==> src/hw/rtl/pdrxf_pkg.sv <==
// pdrxf_pkg: types and constants for the usb-pd receive packet framer
// no dependencies; imported by pd_rx_packet_framer_top

package pdrxf_pkg;

    // configuration register indexes
    localparam int CFG_IDX_W = 2;
    localparam logic [CFG_IDX_W-1:0] CFG_TOKEN_MASK  = 2'd0;
    localparam logic [CFG_IDX_W-1:0] CFG_SOP_CODE    = 2'd1;
    localparam logic [CFG_IDX_W-1:0] CFG_SOP_P_CODE  = 2'd2;
    localparam logic [CFG_IDX_W-1:0] CFG_SOP_PP_CODE = 2'd3;

    // sop kinds
    localparam logic [1:0] KIND_SOP    = 2'd0;
    localparam logic [1:0] KIND_SOP_P  = 2'd1;
    localparam logic [1:0] KIND_SOP_PP = 2'd2;

    // framer phases
    localparam logic PH_HUNT = 1'b0;
    localparam logic PH_BODY = 1'b1;

    localparam int S_TDATA_W = 8;
    localparam int M_TDATA_W = 32;
    localparam int M_TUSER_W = 3;

    localparam logic [5:0]  FIXED_BYTES     = 6'd6;   // header + crc
    localparam logic [5:0]  MAX_PKT_BYTES   = 6'd34;
    localparam logic [15:0] PD_SVID         = 16'hFF00;
    localparam logic [4:0]  VDM_CMD_DISC_ID = 5'd1;
    localparam logic [1:0]  VDM_TYPE_ACK    = 2'd1;
    localparam logic [2:0]  MIN_ID_OBJS     = 3'd2;

    typedef struct packed {
        logic        truncated;
        logic [1:0]  sop_kind;
        logic [15:0] vendor_id;
        logic        identity_ack;
        logic [2:0]  data_objects;
        logic [5:0]  packet_bytes;
    } result_t;

endpackage

==> src/hw/rtl/pd_rx_packet_framer_top.sv <==
// pd_rx_packet_framer_top: usb-pd receive byte stream framer with result skid stage
// depends on pdrxf_pkg
//
//  channel | dir | tdata                                  | tuser            | tlast
//  s_      | in  | [7:0] rx_byte                          | -                | end_of_buffer
//  m_      | out | [5:0] bytes [8:6] objs [9] ack         | [1:0] sop_kind   | -
//          |     | [25:10] vendor_id, [31:26] zero        | [2] truncated    |
//  cfg_    | in  | cfg_index selects register, cfg_data   | -                | -
//
// one byte per clock while s_tready is high; a result is registered from the clock edge that accepts its closing byte
// a two-entry output stage (output register plus skid register) keeps s_tready
// high while one result waits; s_tready drops only when both entries are full
// synchronous active-low reset returns the framer to hunting and empties the output stage
// cfg_ready is always high

module pd_rx_packet_framer_top (
    input  logic                                aclk,
    input  logic                                aresetn,
    input  logic                                s_tvalid,
    output logic                                s_tready,
    input  logic [pdrxf_pkg::S_TDATA_W-1:0]     s_tdata,   // [7:0] rx_byte
    input  logic                                s_tlast,   // end_of_buffer
    output logic                                m_tvalid,
    input  logic                                m_tready,
    output logic [pdrxf_pkg::M_TDATA_W-1:0]     m_tdata,   // packet_bytes, data_objects,
                                                           // identity_ack, vendor_id
    output logic [pdrxf_pkg::M_TUSER_W-1:0]     m_tuser,   // sop_kind, truncated
    input  logic                                cfg_valid,
    output logic                                cfg_ready,
    input  logic [pdrxf_pkg::CFG_IDX_W-1:0]     cfg_index,
    input  logic [7:0]                          cfg_data
);
    import pdrxf_pkg::*;

    logic [7:0]  token_mask_reg, sop_code_reg, sop_p_code_reg, sop_pp_code_reg;
    logic        phase_reg, phase_next;
    logic [1:0]  kind_reg, kind_next;
    logic [5:0]  index_reg, index_next;
    logic [15:0] hdr_reg, hdr_next;
    logic [31:0] vdm_reg, vdm_next;
    logic [15:0] vid_reg, vid_next;

    logic        out_valid_reg, skid_valid_reg;
    result_t     out_reg, skid_reg;

    logic        in_fire;
    logic        res_valid;
    result_t     res;
    logic [7:0]  masked;
    logic        tok_hit;
    logic [1:0]  tok_kind;
    logic [5:0]  got;
    logic [2:0]  objs;
    logic [5:0]  total;
    logic        complete;
    logic        ack;
    logic        out_load;

    assign cfg_ready = 1'b1;
    assign s_tready  = !skid_valid_reg;
    assign in_fire   = s_tvalid && s_tready;

    always_ff @(posedge aclk) begin
        if (!aresetn) begin
            token_mask_reg  <= 8'hE0;
            sop_code_reg    <= 8'hE0;
            sop_p_code_reg  <= 8'hC0;
            sop_pp_code_reg <= 8'hA0;
        end else if (cfg_valid) begin
            unique case (cfg_index)
                CFG_TOKEN_MASK:  token_mask_reg  <= cfg_data;
                CFG_SOP_CODE:    sop_code_reg    <= cfg_data;
                CFG_SOP_P_CODE:  sop_p_code_reg  <= cfg_data;
                CFG_SOP_PP_CODE: sop_pp_code_reg <= cfg_data;
            endcase
        end
    end

    // token match, first match wins
    always_comb begin
        masked   = s_tdata & token_mask_reg;
        tok_hit  = 1'b1;
        tok_kind = KIND_SOP;
        if (masked == sop_code_reg) begin
            tok_kind = KIND_SOP;
        end else if (masked == sop_p_code_reg) begin
            tok_kind = KIND_SOP_P;
        end else if (masked == sop_pp_code_reg) begin
            tok_kind = KIND_SOP_PP;
        end else begin
            tok_hit = 1'b0;
        end
    end

    // body byte capture
    always_comb begin
        hdr_next = hdr_reg;
        vdm_next = vdm_reg;
        vid_next = vid_reg;
        case (index_reg)
            6'd0: hdr_next[7:0]    = s_tdata;
            6'd1: hdr_next[15:8]   = s_tdata;
            6'd2: vdm_next[7:0]    = s_tdata;
            6'd3: vdm_next[15:8]   = s_tdata;
            6'd4: vdm_next[23:16]  = s_tdata;
            6'd5: vdm_next[31:24]  = s_tdata;
            6'd6: vid_next[7:0]    = s_tdata;
            6'd7: vid_next[15:8]   = s_tdata;
            default: ;
        endcase
        got      = index_reg + 6'd1;
        objs     = hdr_next[14:12];
        total    = FIXED_BYTES + {1'b0, objs, 2'b00};
        complete = (got >= 6'd2) && (got == total);
        ack      = (objs >= MIN_ID_OBJS) && (vdm_next[31:16] == PD_SVID)
                   && (vdm_next[4:0] == VDM_CMD_DISC_ID) && (vdm_next[7:6] == VDM_TYPE_ACK);
    end

    always_comb begin
        phase_next = phase_reg;
        kind_next  = kind_reg;
        index_next = index_reg;
        res_valid  = 1'b0;
        res        = '0;
        res.sop_kind = kind_reg;
        unique case (phase_reg)
            PH_HUNT: begin
                if (tok_hit) begin
                    kind_next    = tok_kind;
                    index_next   = '0;
                    res.sop_kind = tok_kind;
                    if (s_tlast) begin
                        res_valid     = 1'b1;
                        res.truncated = 1'b1;
                    end else begin
                        phase_next = PH_BODY;
                    end
                end
            end
            PH_BODY: begin
                index_next = got;
                if (complete) begin
                    phase_next       = PH_HUNT;
                    res_valid        = 1'b1;
                    res.packet_bytes = total;
                    res.data_objects = objs;
                    res.identity_ack = ack;
                    res.vendor_id    = ack ? vid_next : 16'd0;
                end else if (s_tlast) begin
                    phase_next       = PH_HUNT;
                    res_valid        = 1'b1;
                    res.truncated    = 1'b1;
                    res.packet_bytes = got;
                    res.data_objects = (got >= 6'd2) ? objs : 3'd0;
                end
            end
        endcase
        if (!in_fire) begin
            res_valid = 1'b0;
        end
    end

    always_ff @(posedge aclk) begin
        if (!aresetn) begin
            phase_reg <= PH_HUNT;
            kind_reg  <= KIND_SOP;
            index_reg <= '0;
        end else if (in_fire) begin
            phase_reg <= phase_next;
            kind_reg  <= kind_next;
            index_reg <= index_next;
        end
    end

    // header words are cleared at each byte accepted while hunting, so a token starts them from zero
    always_ff @(posedge aclk) begin
        if (in_fire) begin
            if (phase_reg == PH_HUNT) begin
                hdr_reg <= '0;
                vdm_reg <= '0;
                vid_reg <= '0;
            end else begin
                hdr_reg <= hdr_next;
                vdm_reg <= vdm_next;
                vid_reg <= vid_next;
            end
        end
    end

    // output register with skid entry
    assign out_load = !out_valid_reg || m_tready;

    always_ff @(posedge aclk) begin
        if (!aresetn) begin
            out_valid_reg  <= 1'b0;
            skid_valid_reg <= 1'b0;
        end else if (out_load) begin
            if (skid_valid_reg) begin
                out_valid_reg  <= 1'b1;
                skid_valid_reg <= 1'b0;
            end else begin
                out_valid_reg <= res_valid;
            end
        end else if (res_valid) begin
            skid_valid_reg <= 1'b1;
        end
    end

    always_ff @(posedge aclk) begin
        if (out_load) begin
            out_reg <= skid_valid_reg ? skid_reg : res;
        end else if (res_valid) begin
            skid_reg <= res;
        end
    end

    assign m_tvalid = out_valid_reg;
    assign m_tdata  = {6'd0, out_reg.vendor_id, out_reg.identity_ack,
                       out_reg.data_objects, out_reg.packet_bytes};
    assign m_tuser  = {out_reg.truncated, out_reg.sop_kind};

`ifndef ASSERT_OFF
    a_skid_needs_out: assert property (@(posedge aclk) disable iff (!aresetn)
        skid_valid_reg |-> out_valid_reg)
        else $error("skid entry holds a result while output register is empty");

    a_index_bound: assert property (@(posedge aclk) disable iff (!aresetn)
        (phase_reg == PH_BODY) |-> (index_reg < MAX_PKT_BYTES))
        else $error("byte index ran past the longest packet");

    a_complete_len: assert property (@(posedge aclk) disable iff (!aresetn)
        (out_valid_reg && !out_reg.truncated)
        |-> (out_reg.packet_bytes == FIXED_BYTES + {1'b0, out_reg.data_objects, 2'b00}))
        else $error("complete packet length does not match its object count");

    a_ack_objs: assert property (@(posedge aclk) disable iff (!aresetn)
        (out_valid_reg && out_reg.identity_ack)
        |-> (!out_reg.truncated && out_reg.data_objects >= MIN_ID_OBJS))
        else $error("identity ack reported on a short or truncated packet");
`endif

endmodule
==> config.mk <==
export PLATFORM = sky130hd
export DESIGN_NAME = pd_rx_packet_framer_top
export DESIGN_NICKNAME = d
export VERILOG_FILES = /design/src/hw/rtl/pdrxf_pkg.sv /design/src/hw/rtl/pd_rx_packet_framer_top.sv
export SDC_FILE = /design/constraint.sdc
export NUM_CORES = 1
export LEC_CHECK = 0
export BUFFER_PORTS_ARGS = -buffer_cell sky130_fd_sc_hd__buf_2
export CORE_MARGIN = 2
export CORE_UTILIZATION = 30
export DETAILED_ROUTE_END_ITERATION = 6
export SYNTH_ARGS = -nofsm -noshare
export SYNTH_HDL_FRONTEND = slang
export SYNTH_SLANG_ARGS = --single-unit
==> constraint.sdc <==
create_clock -name aclk -period 17.18 [get_ports aclk]
set_input_delay 2.577 -clock aclk [delete_from_list [all_inputs] [get_ports aclk]]
set_output_delay 2.577 -clock aclk [all_outputs]
set_load 0.01 [all_outputs]
After elaboration in Yosys (flattened, before gate mapping)

Cells that the tools add are included.

Bits of input ports: 24
Memory bits (read-only): 0
Memory bits (writable): 0
Memories kept: 0
Word-level logic and storage cells: 101
Output and inout port bits: 38
Register bits: 143
Bits in latches: 0

Magnitude comparators: 2
Reduce and logical (&&, ||, !) cells: 17
Divide/modulo/power cells: 0
$mul: 0
Muxes and demuxes: 35
Equal/unequal tests: 17
Shift operators: 0
Bitwise operators: 4
Add/subtract/negate cells: 2

Operator list:

| cell                                                                   | count |
|---|---|
| 8-bit 2-to-1 mux                                                       | 5 |
| 29-bit 2-to-1 mux                                                      | 1 |
| 26-bit 2-to-1 mux                                                      | 1 |
| 6-bit by 3-bit == test with 1-bit output (second input constant)       | 4 |
| 8-bit == test                                                          | 3 |
| 9-bit 2-to-1 mux                                                       | 2 |
| 17-bit 2-to-1 mux                                                      | 1 |
| 16-bit == test (second input constant)                                 | 1 |
| 16-bit 2-to-1 mux                                                      | 1 |
| 1-bit 2-to-1 mux                                                       | 12 |
| 6-bit case mux with 2 select lines                                     | 1 |
| 2-bit AND reduction                                                    | 6 |
| 8-bit AND                                                              | 1 |
| 2-bit 2-to-1 mux                                                       | 4 |
| 7-bit 2-to-1 mux                                                       | 1 |
| 3-bit by 5-bit adder with 6-bit output (first input constant)          | 1 |
| 6-bit by 1-bit adder with 6-bit output (second input constant)         | 1 |
| 6-bit by 1-bit == test with 1-bit output (second input constant)       | 1 |
| 6-bit by 2-bit == test with 1-bit output (second input constant)       | 1 |
| 6-bit == test                                                          | 1 |
| 6-bit by 2-bit >= comparator with 1-bit output (second input constant) | 1 |
| 3-bit 2-to-1 mux                                                       | 2 |
| 6-bit 2-to-1 mux                                                       | 1 |
| 1-bit case mux with 2 select lines                                     | 3 |
| 12 further kinds                                                       | 21 |

Longest topological paths before layout

Gate-level depths: netlist of run 1.

Depth in word-level cells: 10
Depth in mapped cells: 14
Depth with buffers taken out: 11

Worst setup path after synthesis of run 1

No wires, ideal clock.

Path kind: in2reg
Start point: in s_tdata[4] in the netlist's numbering
End point: reg skid_reg[0] in the netlist's numbering (enable)
Arrival time: 6.863 ns
Data required time: 16.721 ns
Stages: 10
Setup time: 0.459 ns
Setup slack: 9.858 ns
Path buffers: 2
Path through: clkbuf_1 nand3_1 and2_1 clkbuf_1 ha_1 xor3_1 nor2_1 o2111a_1 nand3_1 a211oi_1

Longest elaborated chain between the ends: 9
Elaborated cells on any way between the ends: 16
Classes of those cells: add/sub: 1; eq/ne: 4; mux: 8; bitwise: 1; reduce/logical: 2

RTL lines:

| element                                                                                        | line                           | source |
|---|---|---|
| from (decl)                                                                                    | pd_rx_packet_framer_top.sv:21  | `input logic [pdrxf_pkg::S_TDATA_W-1:0] s_tdata,` |
| parallel branches: the longest is 6 deep, another holds 3-bit by 5-bit adder with 6-bit output | --                             |  |
| 1-bit case mux with 2 select lines (*)                                                         | pd_rx_packet_framer_top.sv:126 | `unique case (phase_reg)` |
| 1-bit 2-to-1 mux (*)                                                                           | pd_rx_packet_framer_top.sv:158 | `if (!in_fire) begin` |
| 2-bit AND reduction (no line) (*)                                                              | --                             |  |
| to (signal assigned)                                                                           | pd_rx_packet_framer_top.sv:213 | `skid_reg <= res;` |
| to (decl)                                                                                      | pd_rx_packet_framer_top.sv:44  | `result_t out_reg, skid_reg;` |

Every way passes the cells marked *. The select of a mux whose other input is x is not followed.
A chain may end at the register's enable or synchronous reset.

Final worst setup path of run 1

Start point: in s_tdata[4] in the netlist's numbering
End point: reg skid_reg[15] in the netlist's numbering (enable)

The elaborated chain is that of the path after synthesis.

==> results of run 1 <==
placed cells by master (no fill, tap or decap), types with 3 or more instances in the layout:
master,instances
a21o_1,8
a21oi_1,66
and2_1,4
and3_1,30
buf_2,54
buf_4,7
clkbuf_1,4
clkbuf_16,17
clkinv_1,3
clkinv_4,3
conb_1,7
dfxtp_1,42
edfxtp_1,100
ha_1,6
inv_1,28
mux2_2,12
mux2i_1,17
nand2_1,129
nand2b_1,5
nand3_1,40
nor2_1,54
nor3_1,12
nor4_1,4
o21a_1,4
o21ai_0,6
o22ai_1,15
o31ai_1,8
o31ai_2,11
or2_2,3
or4_1,7
xnor2_1,5
per-layer routing:
| layer | wire [µm] | track usage | vias to the layer above |
|---|---|---|---|
| li1 | - | - | 2675 |
| met1 | 7991 | 0.1884 | 2481 |
| met2 | 7474 | 0.2036 | 113 |
| met3 | 669 | 0.03256 | 14 |
| met4 | 128 | 0.02769 | 0 |
| met5 | 0 | 0 | - |
cell families (layout without fill, tap and decap cells):
logic type,after synthesis,after routing
flip-flops,143,143
adder cells (fa/ha/maj),6,6
XOR/XNOR,9,9
multiplexers,30,30
AND/OR/NAND/NOR,304,304
buffers and inverters,84,122
AO/OA/AOI/OAI,148,148
other,2,7
area by class of cell:
type,instances,share of cell area
Sequential cell,143,0.4674
Multi-Input combinational cell,504,0.3648
Clock buffer,21,0.05326
Tap cell,319,0.04827
Timing Repair Buffer,61,0.03904
Clock inverter,11,0.01407
Inverter,29,0.01316
worst max-delay path, delay by kind of cell:
family	cells	cell delay, ns
compound gates	2	0.75
xor+xnor	1	0.36
fa+ha+maj	1	0.36
buf+inv	2	0.64
simple gates	4	0.90
report_power, final:
part / switching, mW / leakage [nW] / internal, mW
logic: 0.0326 / 1.59 / 0.0169
registers: 0.00542 / 1.38 / 0.377
clock network: 0.139 / 0.272 / 0.213
total: 0.177 / 3.24 / 0.606
worst paths after layout:
check	start	endpoint	slack, ns	depth (start not counted)
max	s_tdata[4]	skid_reg[15]	11.66	10
min	sop_p_code_reg[1]	sop_p_code_reg[1]	0.46	2
max reg2reg	index_reg[0]	skid_reg[15]	12.62	11
min reg2reg	sop_p_code_reg[1]	sop_p_code_reg[1]	0.46	2
metrics by stage:
step	cells	setup slack, ns	instance area, µm²	util
CTS	1088	11.65	8269	0.3512
finish	1088	11.66	8269	0.3512
floorplan	731	9.858	7229	-
global route	1088	11.36	8269	0.3512
global placement	1056	11.35	7712	0.3276
detailed placement	1056	11.21	7712	0.3276
==> flow_summary_export.csv, run 1 <==
group,metric,value,unit
outcome,outcome,"complete, no violations",
finish,multi_input_area,3017,µm²
clock_network,clk_latency,0.42,ns
setup_path,cp.required,17.26,ns
sta,tightest_slew,0.9800,ns
min_path,hold_class,"flop to flop",
synth,synth_edf_count,100,
finish,nFillCells,2458,
synth,yosysTopAreaCellShare,0.4164,
setup_path,endpoint_kind,"flop",
detailed_routing,drt_iter0_drc,356,
sta,holdWs,0.4639,ns
global_route,grt_util_all_layers,0.1321,
setup_path,crit_path_top_delay_cell,"o2111a_1",
die,die_h,159.0,µm
synth,synth_xor_area_frac,0.01406,
synth,seq_area_frac_synth,0.5358,
synth,yosys-top-cells-area,"edfxtp_1 (42%), dfxtp_1 (12%), nand2_1 (6.7%), a21oi_1 (4.6%), nor2_1 (2.8%)",
pwr,powerDensity,94.76,nW/µm²
setup_path,path_cells,"buf_2, nand3_1, and2_1, ha_1, xor3_1, nor2_1, o2111a_1, nand3_1, a211oi_4, buf_4",
sta,fin_skew,0.01194,ns
global_route,antenna_found_initial,0,
clock_network,clkTransAtPathRegs,0.06,ns
finish,drive_gt1_frac,0.1625,
global_route,grt_pass1_wl,26.92,mm
placed_design,hpwlAfterDp,11.02,mm
synth,synth_warnings,0,
sta,finalHoldViolations,0,
setup_path,setup.worst_path.class,"input pin to flop",
setup_path,cp-start-kind,"input pin",
sta,final.period_utilization,0.3216,
die,io_pins,62,
die,start_util,0.3063,
finish,nets,786,
global_route,grt_max_degree,48,
global_route,overflow,0,
finish,area_growth,14.68,%
run,max_cap_viol_count,0,
setup_path,max_stage_delay,0.38,ns
synth,async_flop_share,0,
synth,synthFlopType,"edfxtp_1",
clock_network,cts.repair.resized,0,
pwr,ir_drop,59.45,µV
sta,setup_viol,0,
synth,syn_inst,726,
finish,n_antenna_cell,0,
global_route,grt_pass1_vias,5024,
synth,syn_area,7211,µm²
synth,synth_top_family_by_area,"simple AND/OR/NAND/NOR gates",
detailed_routing,wl_per_cell,14.95,µm
synth,synth_compound_gate_area_share,0.1419,
sta,rsz0062_at_grt,"no",
clock_network,cts.sinks,143,
placed_design,portBuffers,54,
finish,seqCellArea,3865,µm²
setup_path,crit_arrival,5.61,ns
synth,synth.largest_area_cell,"edfxtp_1",
pwr,total_power,783.6,µW
clock_network,cts_tree,"yes",
setup_path,cp_common_cell,"nand3_1",
synth,avgSynthCellArea,9.932,µm²
sta,fmax,181.0,MHz
die,die_area,25290,µm²
synth,yosys-top-cells-count,"nand2_1 (129), edfxtp_1 (100), a21oi_1 (66)",
placed_design,place_congestion,0.7919,
clock_network,cts_max_level,4,
synth,ys_types,68,
sta,finalSetupTns,0,ns
synth,ys_ff_latch,143,
detailed_routing,ant_nets,0,
detailed_routing,via_per_inst,4.856,
die,die_x,159.0,µm
synth,synth-simple-area-share,0.2011,
pwr,p_leak,3.239,nW
detailed_routing,routed_wirelength,16.27,mm
die,core,23540,µm²
clock_network,clockBufferDepth,2,
clock_network,hold_buffers,0,
finish,largest_register_ffs,29,
die,rows,56,
setup_path,crit_fanout,27,
clock_network,cts_root_buffer,"clkbuf_16",
sta,fin_crit,5.525,ns
sta,drv_slew,0,
detailed_routing,drc,0,
synth,synthMuxAreaShare,0.04425,
detailed_routing,vias,5283,
sta,slew-limit-headroom,0.3459,
synth,synthAdderAreaFrac,0.01041,
detailed_routing,first_pass_iters,4,
clock_network,postCtsSetupBuffers,0,
synth,yosysMostFrequentCell,"nand2_1",
clock_network,cts_buffers,17,
Note: power is estimated with default switching activity, not from simulation.
==> inputs of run 2 (changes only) <==
==> constraint.sdc (replaced) <==
create_clock -name aclk -period 4.8 [get_ports aclk]
set_input_delay 0.72 -clock aclk [delete_from_list [all_inputs] [get_ports aclk]]
set_output_delay 0.72 -clock aclk [all_outputs]
set_load 0.01 [all_outputs]
==> run 2 against run 1 <==
Largest cell class unchanged; worst setup slack got worse by 11 ns; final cell count grew 0.28%; worst hold slack better by 0.0019 ns; via count is 2.9% higher; wire length grew 4.7%; clock power rose to 3.3 times the previous value; power rose to 3.5 times the previous value; final area down 0.30%; sequential cell count is the same; first-iteration DRC count increased by 8.7%; clock skew fell by 0.0033 ns; register-to-register slack worse by 12 ns.
==> flow_summary_export.csv, run 2 (synthesized netlist as in run 1, its figures left out) <==
group,metric,value,unit
outcome,outcome,"complete, no violations",
die,die_x,159.0,µm
clock_network,cts.repair.resized,0,
finish,nFillCells,2430,
pwr,p_leak,3.217,nW
global_route,grt_pass1_vias,5088,
detailed_routing,drc,0,
finish,largest_register_ffs,29,
sta,fin_crit,4.358,ns
global_route,use_met2,0.2071,
sta,fmax,229.5,MHz
sta,fin_skew,0.008613,ns
detailed_routing,via_per_inst,4.983,
setup_path,crit_arrival,4.44,ns
clock_network,cts_root_buffer,"clkbuf_16",
sta,setup_viol,0,
sta,tightest_slew,0.9958,ns
clock_network,clockBufferDepth,2,
global_route,grt_use_met1,0.1945,
detailed_routing,ant_nets,0,
run,max_cap_viol_count,0,
placed_design,place_congestion,0.7865,
finish,final_common_cell,"nand2_1",
setup_path,endpoint_kind,"flop",
sta,final.period_utilization,0.9080,
finish,drive_gt1_frac,0.1671,
clock_network,cts.sinks,143,
die,start_util,0.3063,
finish,utilization,0.3502,
detailed_routing,vias,5436,
clock_network,cts_tree,"yes",
setup_path,cp-start-kind,"flop",
clock_network,postCtsSetupBuffers,0,
clock_network,clk_latency,0.43,ns
die,rows,56,
die,die_h,159.0,µm
min_path,hold_class,"flop to flop",
placed_design,hpwlAfterDp,11.24,mm
finish,layout_common_cells,"nand2_1 (129), edfxtp_1 (100), a21oi_1 (66), nor2_1 (54), buf_2 (54)",
setup_path,crit_fanout,28,
global_route,grt_pass1_wl,27.71,mm
clock_network,hold_buffers,0,
sta,rsz0062_at_grt,"no",
sta,finalSetupTns,0,ns
detailed_routing,routed_wirelength,17.02,mm
setup_path,setup.worst_path.class,"flop to flop",
pwr,total_power,2.720,mW
die,core,23540,µm²
sta,finalHoldViolations,0,
global_route,overflow,0,
pwr,powerDensity,329.9,nW/µm²
pwr,ir_drop,227.4,µV
sta,drv_slew,0,
die,die_area,25290,µm²
clock_network,cts_buffers,17,
die,io_pins,62,
detailed_routing,drt_iter0_drc,387,
global_route,antenna_found_initial,0,
finish,area_growth,14.33,%
global_route,grt_util_all_layers,0.1376,
sta,slew-limit-headroom,0.3354,
setup_path,cp.required,4.88,ns
finish,n_antenna_cell,0,
finish,nets,789,
global_route,grt_max_degree,48,
global_route,use_met3,0.03100,
clock_network,clkTransAtPathRegs,0.06,ns
global_route,top_usage_layer,"met2",
detailed_routing,wl_per_cell,15.60,µm
clock_network,cts_max_level,4,
detailed_routing,first_pass_iters,5,
placed_design,portBuffers,54,
run 2: changes by cell type in the layout (fill, tap and decap cells not counted):
cell | previous run | this run
buf_4 | 7 | 10
clkinvlp_4 | 0 | 5
clkinv_4 | 3 | 0
bufinv_16 | 2 | 0
clkinv_2 | 2 | 3
clkinv_1 | 3 | 2
run 2: power by group:
group	internal [mW]	switching, mW
clock	0.654	0.515
sequential	1.35	0.0199
combinational	0.0614	0.121
run 2: path summary, 6_finish.rpt:
| check | from | end | slack (ns) | cells after the start |
|---|---|---|---|---|
| max | index_reg[0] | skid_reg[14] | 0.44 | 11 |
| min | sop_p_code_reg[5] | sop_p_code_reg[5] | 0.47 | 2 |
| max reg2reg | index_reg[0] | skid_reg[14] | 0.44 | 11 |
| min reg2reg | sop_p_code_reg[5] | sop_p_code_reg[5] | 0.47 | 2 |
run 2: critical path: stages (launching register included):
cell and delay (ns):
dfxtp_1 0.42, ha_1 0.57, inv_1 0.18, o21ai_0 0.27
and2_1 0.30, ha_1 0.31, xor3_1 0.36, nor2_1 0.17
o2111a_1 0.38, nand3_1 0.31, a211oi_4 0.35, buf_4 0.39
run 2: metal layers:
layer / vias to the layer above / wire (µm)
met5: - / 0
met4: 0 / 252
met3: 23 / 1189
met2: 157 / 7668
met1: 2584 / 7913
li1: 2672 / -
run 2: final cells by class:
class                      instances  area [µm²]  area share
clock buffer                      21       440.4     0.05342
clock inverter                    11       68.82    0.008347
inverter                          29       108.9     0.01320
multi-input combinational        504        3017      0.3659
sequential                       143        3865      0.4688
tap                              319       399.1     0.04841
timing repair buffer              64       345.3     0.04189
run 2: per-stage QoR:
step                hold WS (ns)  cell area, µm²  worst slack (ns)  std cells
finish                    0.4658            8244            0.4418       1091
global route              0.4914            8244           0.02684       1091
detailed placement        0.4575            7735            0.5086       1059
CTS                       0.4658            8244            0.4904       1091
global placement          0.4551            7735            0.6427       1059
floorplan                 0.4446            7234            0.2405        731
==> inputs of run 3 (changes only) <==
--- a/config.mk
+++ b/config.mk
@@ -5,6 +5,7 @@
 export SDC_FILE = /design/constraint.sdc
 export NUM_CORES = 1
 export LEC_CHECK = 0
+export ABC_AREA = 1
 export BUFFER_PORTS_ARGS = -buffer_cell sky130_fd_sc_hd__buf_2
 export CORE_MARGIN = 2
 export CORE_UTILIZATION = 30
@@ -12,3 +13,4 @@
 export SYNTH_ARGS = -nofsm -noshare
 export SYNTH_HDL_FRONTEND = slang
 export SYNTH_SLANG_ARGS = --single-unit
+export TNS_END_PERCENT = 20
==> run 3 against run 2 <==
Synthesized area fell by 3.4%; critical endpoint is now skid_reg[17]; sequential cell count did not move; highest routed layer unchanged; sequential power barely moved; worst hold slack improved by 0.0060 ns; sequential share of layout area rose by 1.1 points; first-iteration DRC count rose by 26%; core utilization rose by 0.46 points; final area fell by 2.3%; worst setup slack improved by 1.1 ns; non-clock buffer count fell by 1; clock power rose by 13%; synthesized cell count rose by 5.6%.
==> flow_summary_export.csv, run 3 <==
group,metric,value,unit
synth,yosysTopAreaCellShare,0.4311,
synth,seq_area_frac_synth,0.5547,
global_route,overflow,0,
setup_path,path_cells,"ha_1, nand4_1, nand2_2, inv_1, ha_1, inv_1, nand2_1, nand3_1, nor2_4, nand4_1, nand2_1, nand2_1, nor2_2, buf_4",
clock_network,cts.sinks,143,
synth,async_flop_share,0,
sta,tightest_slew,1.117,ns
setup_path,cp.required,4.88,ns
synth,yosysMostFrequentCell,"nand2_1",
pwr,power_frac_seq,0.476,
placed_design,post-place-ws,1.538,ns
global_route,grt_max_degree,48,
detailed_routing,ant_nets,0,
clock_network,cts_tree,"yes",
die,io_pins,62,
sta,drv_slew,0,
detailed_routing,drt_iter0_drc,489,
synth,synth_xor_area_frac,0.02138,
detailed_routing,wl_per_cell,13.79,µm
placed_design,place_congestion,0.8103,
synth,synth.largest_area_cell,"edfxtp_1",
global_route,antenna_found_initial,0,
clock_network,postCtsSetupBuffers,0,
sta,setup_viol,0,
setup_path,cp-start-kind,"flop",
clock_network,clockBufferDepth,2,
synth,synthMuxAreaShare,0,
finish,area_growth,15.66,%
clock_network,clkTransAtPathRegs,0.06,ns
synth,synth_edf_count,100,
sta,fmax,310.1,MHz
die,die_h,156.4,µm
finish,utilization,0.3548,
synth,syn_inst,767,
clock_network,cts_root_buffer,"clkbuf_16",
setup_path,crit_arrival,3.30,ns
clock_network,cts.repair.resized,0,
sta,fin_skew,0.009287,ns
pwr,p_clk_frac,0.459,
synth,ys_types,38,
global_route,grt_pass1_vias,4836,
pwr,netSwitchingFraction,0.2270,
synth,syn_area,6965,µm²
setup_path,setup.worst_path.start,"index_reg[0]",
die,die_x,156.4,µm
die,core,22710,µm²
finish,nets,852,
sta,finalSetupTns,0,ns
clock_network,cts_max_level,4,
pwr,internal_power,2.222,mW
setup_path,critPathBufInv,3,
global_route,grt_pass1_wl,25.56,mm
detailed_routing,routed_wirelength,15.44,mm
outcome,outcome,"complete, no violations",
sta,finalHoldViolations,0,
setup_path,cp_top_family,"simple AND/OR/NAND/NOR gates",
setup_path,setup.worst_path.class,"flop to flop",
pwr,p_sw,652.4,µW
finish,largest_register_ffs,29,
synth,synthAdderAreaFrac,0.01078,
pwr,ir_drop,212.6,µV
sta,final.period_utilization,0.6718,
min_path,min_from,"sop_p_code_reg[3]",
clock_network,hold_buffers,0,
finish,n_antenna_cell,0,
synth,synth_compound_gate_area_share,0.09880,
sta,slew-limit-headroom,0.2547,
die,rows,55,
setup_path,r2r-start,"index_reg[0]",
clock_network,cts_buffers,17,
sta,holdWs,0.4718,ns
sta,rsz0062_at_grt,"no",
detailed_routing,via_per_inst,4.604,
pwr,pwr-share-comb,0.064,
synth,yosys-top-cells-count,"nand2_1 (132), nor2_1 (120), edfxtp_1 (100)",
synth,synth_warnings,0,
finish,drive_gt1_frac,0.1631,
min_path,hold_class,"flop to flop",
finish,final_common_cell,"nand2_1",
synth,synth_top_family_by_area,"simple AND/OR/NAND/NOR gates",
clock_network,clk_latency,0.42,ns
run,max_cap_viol_count,0,
finish,layout_common_cells,"nand2_1 (132), nor2_1 (119), edfxtp_1 (100), inv_1 (85), buf_2 (54)",
setup_path,endpoint_kind,"flop",
global_route,grt_util_all_layers,0.1346,
sta,fin_ws,1.575,ns
detailed_routing,first_pass_iters,5,
synth,avgSynthCellArea,9.081,µm²
die,start_util,0.3067,
die,die_area,24450,µm²
synth,yosys-top-cells-area,"edfxtp_1 (43%), dfxtp_1 (12%), nand2_1 (7.1%), nor2_1 (6.5%), inv_1 (4.6%)",
pwr,p_leak,3.650,nW
placed_design,hpwlAfterDp,10.64,mm
placed_design,portBuffers,54,
sta,fin_crit,3.225,ns
setup_path,max_stage_delay,0.46,ns
detailed_routing,drc,0,
setup_path,cp_common_cell,"nand2_1",
setup_path,crit_path_top_delay_cell,"dfxtp_1",
setup_path,crit_fanout,29,
synth,synthFlopType,"edfxtp_1",
detailed_routing,vias,5152,
synth,synth-simple-area-share,0.2360,
pwr,powerDensity,356.8,nW/µm²
synth,ys_ff_latch,143,
[run 3: changes by cell type after synthesis, sizes merged, moves of 12 or more]
cell    delta
inv       +56
o22ai     -15
o31ai     -19
nand3     +29
clkbuf    -23
o21ai     +50
mux2i     -18
xor2      +12
and3      -30
mux2      -12
nor2      +74
[run 3: power groups by stage]
stage | registers (mW) | logic [mW] | clock network (mW)
after floorplan | 1.40 | 0.118 | 0
after global placement | 1.39 | 0.184 | 0
after detailed placement | 1.40 | 0.185 | 0
after CTS | 1.37 | 0.186 | 1.35
after global routing | 1.37 | 0.211 | 1.40
final | 1.37 | 0.185 | 1.32
[run 3: path summary, 6_finish.rpt]
check                      end  slack, ns  cells past startpoint
max reg2reg       skid_reg[17]       1.58                     14
min reg2reg  sop_p_code_reg[3]       0.47                      2
min          sop_p_code_reg[3]       0.47                      2
max               skid_reg[17]       1.58                     14
[run 3: layer usage]
| layer | track usage | vias up | wire length, µm |
|---|---|---|---|
| li1 | - | 2639 | - |
| met1 | 0.1952 | 2371 | 7731 |
| met2 | 0.1947 | 130 | 6689 |
| met3 | 0.03600 | 12 | 848 |
| met4 | 0.04194 | 0 | 165 |
| met5 | 0 | - | 0 |
[run 3: cells by family after synthesis]
group	after synthesis
DFF	143
other	2
xor gates and xnor gates	17
AOI/OAI and AO/OA	123
buffers and inverters	121
adders and majority gates	6
and+or+nand+nor	355
[run 3: worst register-to-register path: cells and delay by family, from the launching register on]
family	cells	cell delay (ns)
fa+ha+maj	2	0.72
flops	1	0.46
simple gates	9	1.20
buf+inv	3	0.47
[run 3: cell type report]
type / count / area, µm²
Multi-Input combinational cell: 508 / 2585
Inverter: 89 / 335.3
Timing Repair Buffer: 63 / 337.8
Tap cell: 285 / 356.6
Clock buffer: 20 / 436.7
Fill cell: 2352 / 14650
Clock inverter: 11 / 141.4
Sequential cell: 143 / 3864
[run 3: per-stage QoR]
step | total power [mW] | instance area [µm²] | cells
6_report | 2.875 | 8056 | 1119
5_1_grt | 2.981 | 8056 | 1119
4_1_cts | 2.902 | 8056 | 1119
3_5_place_dp | 1.581 | 7478 | 1088
3_3_place_gp | 1.578 | 7478 | 1088
2_1_floorplan | 1.516 | 6984 | 772
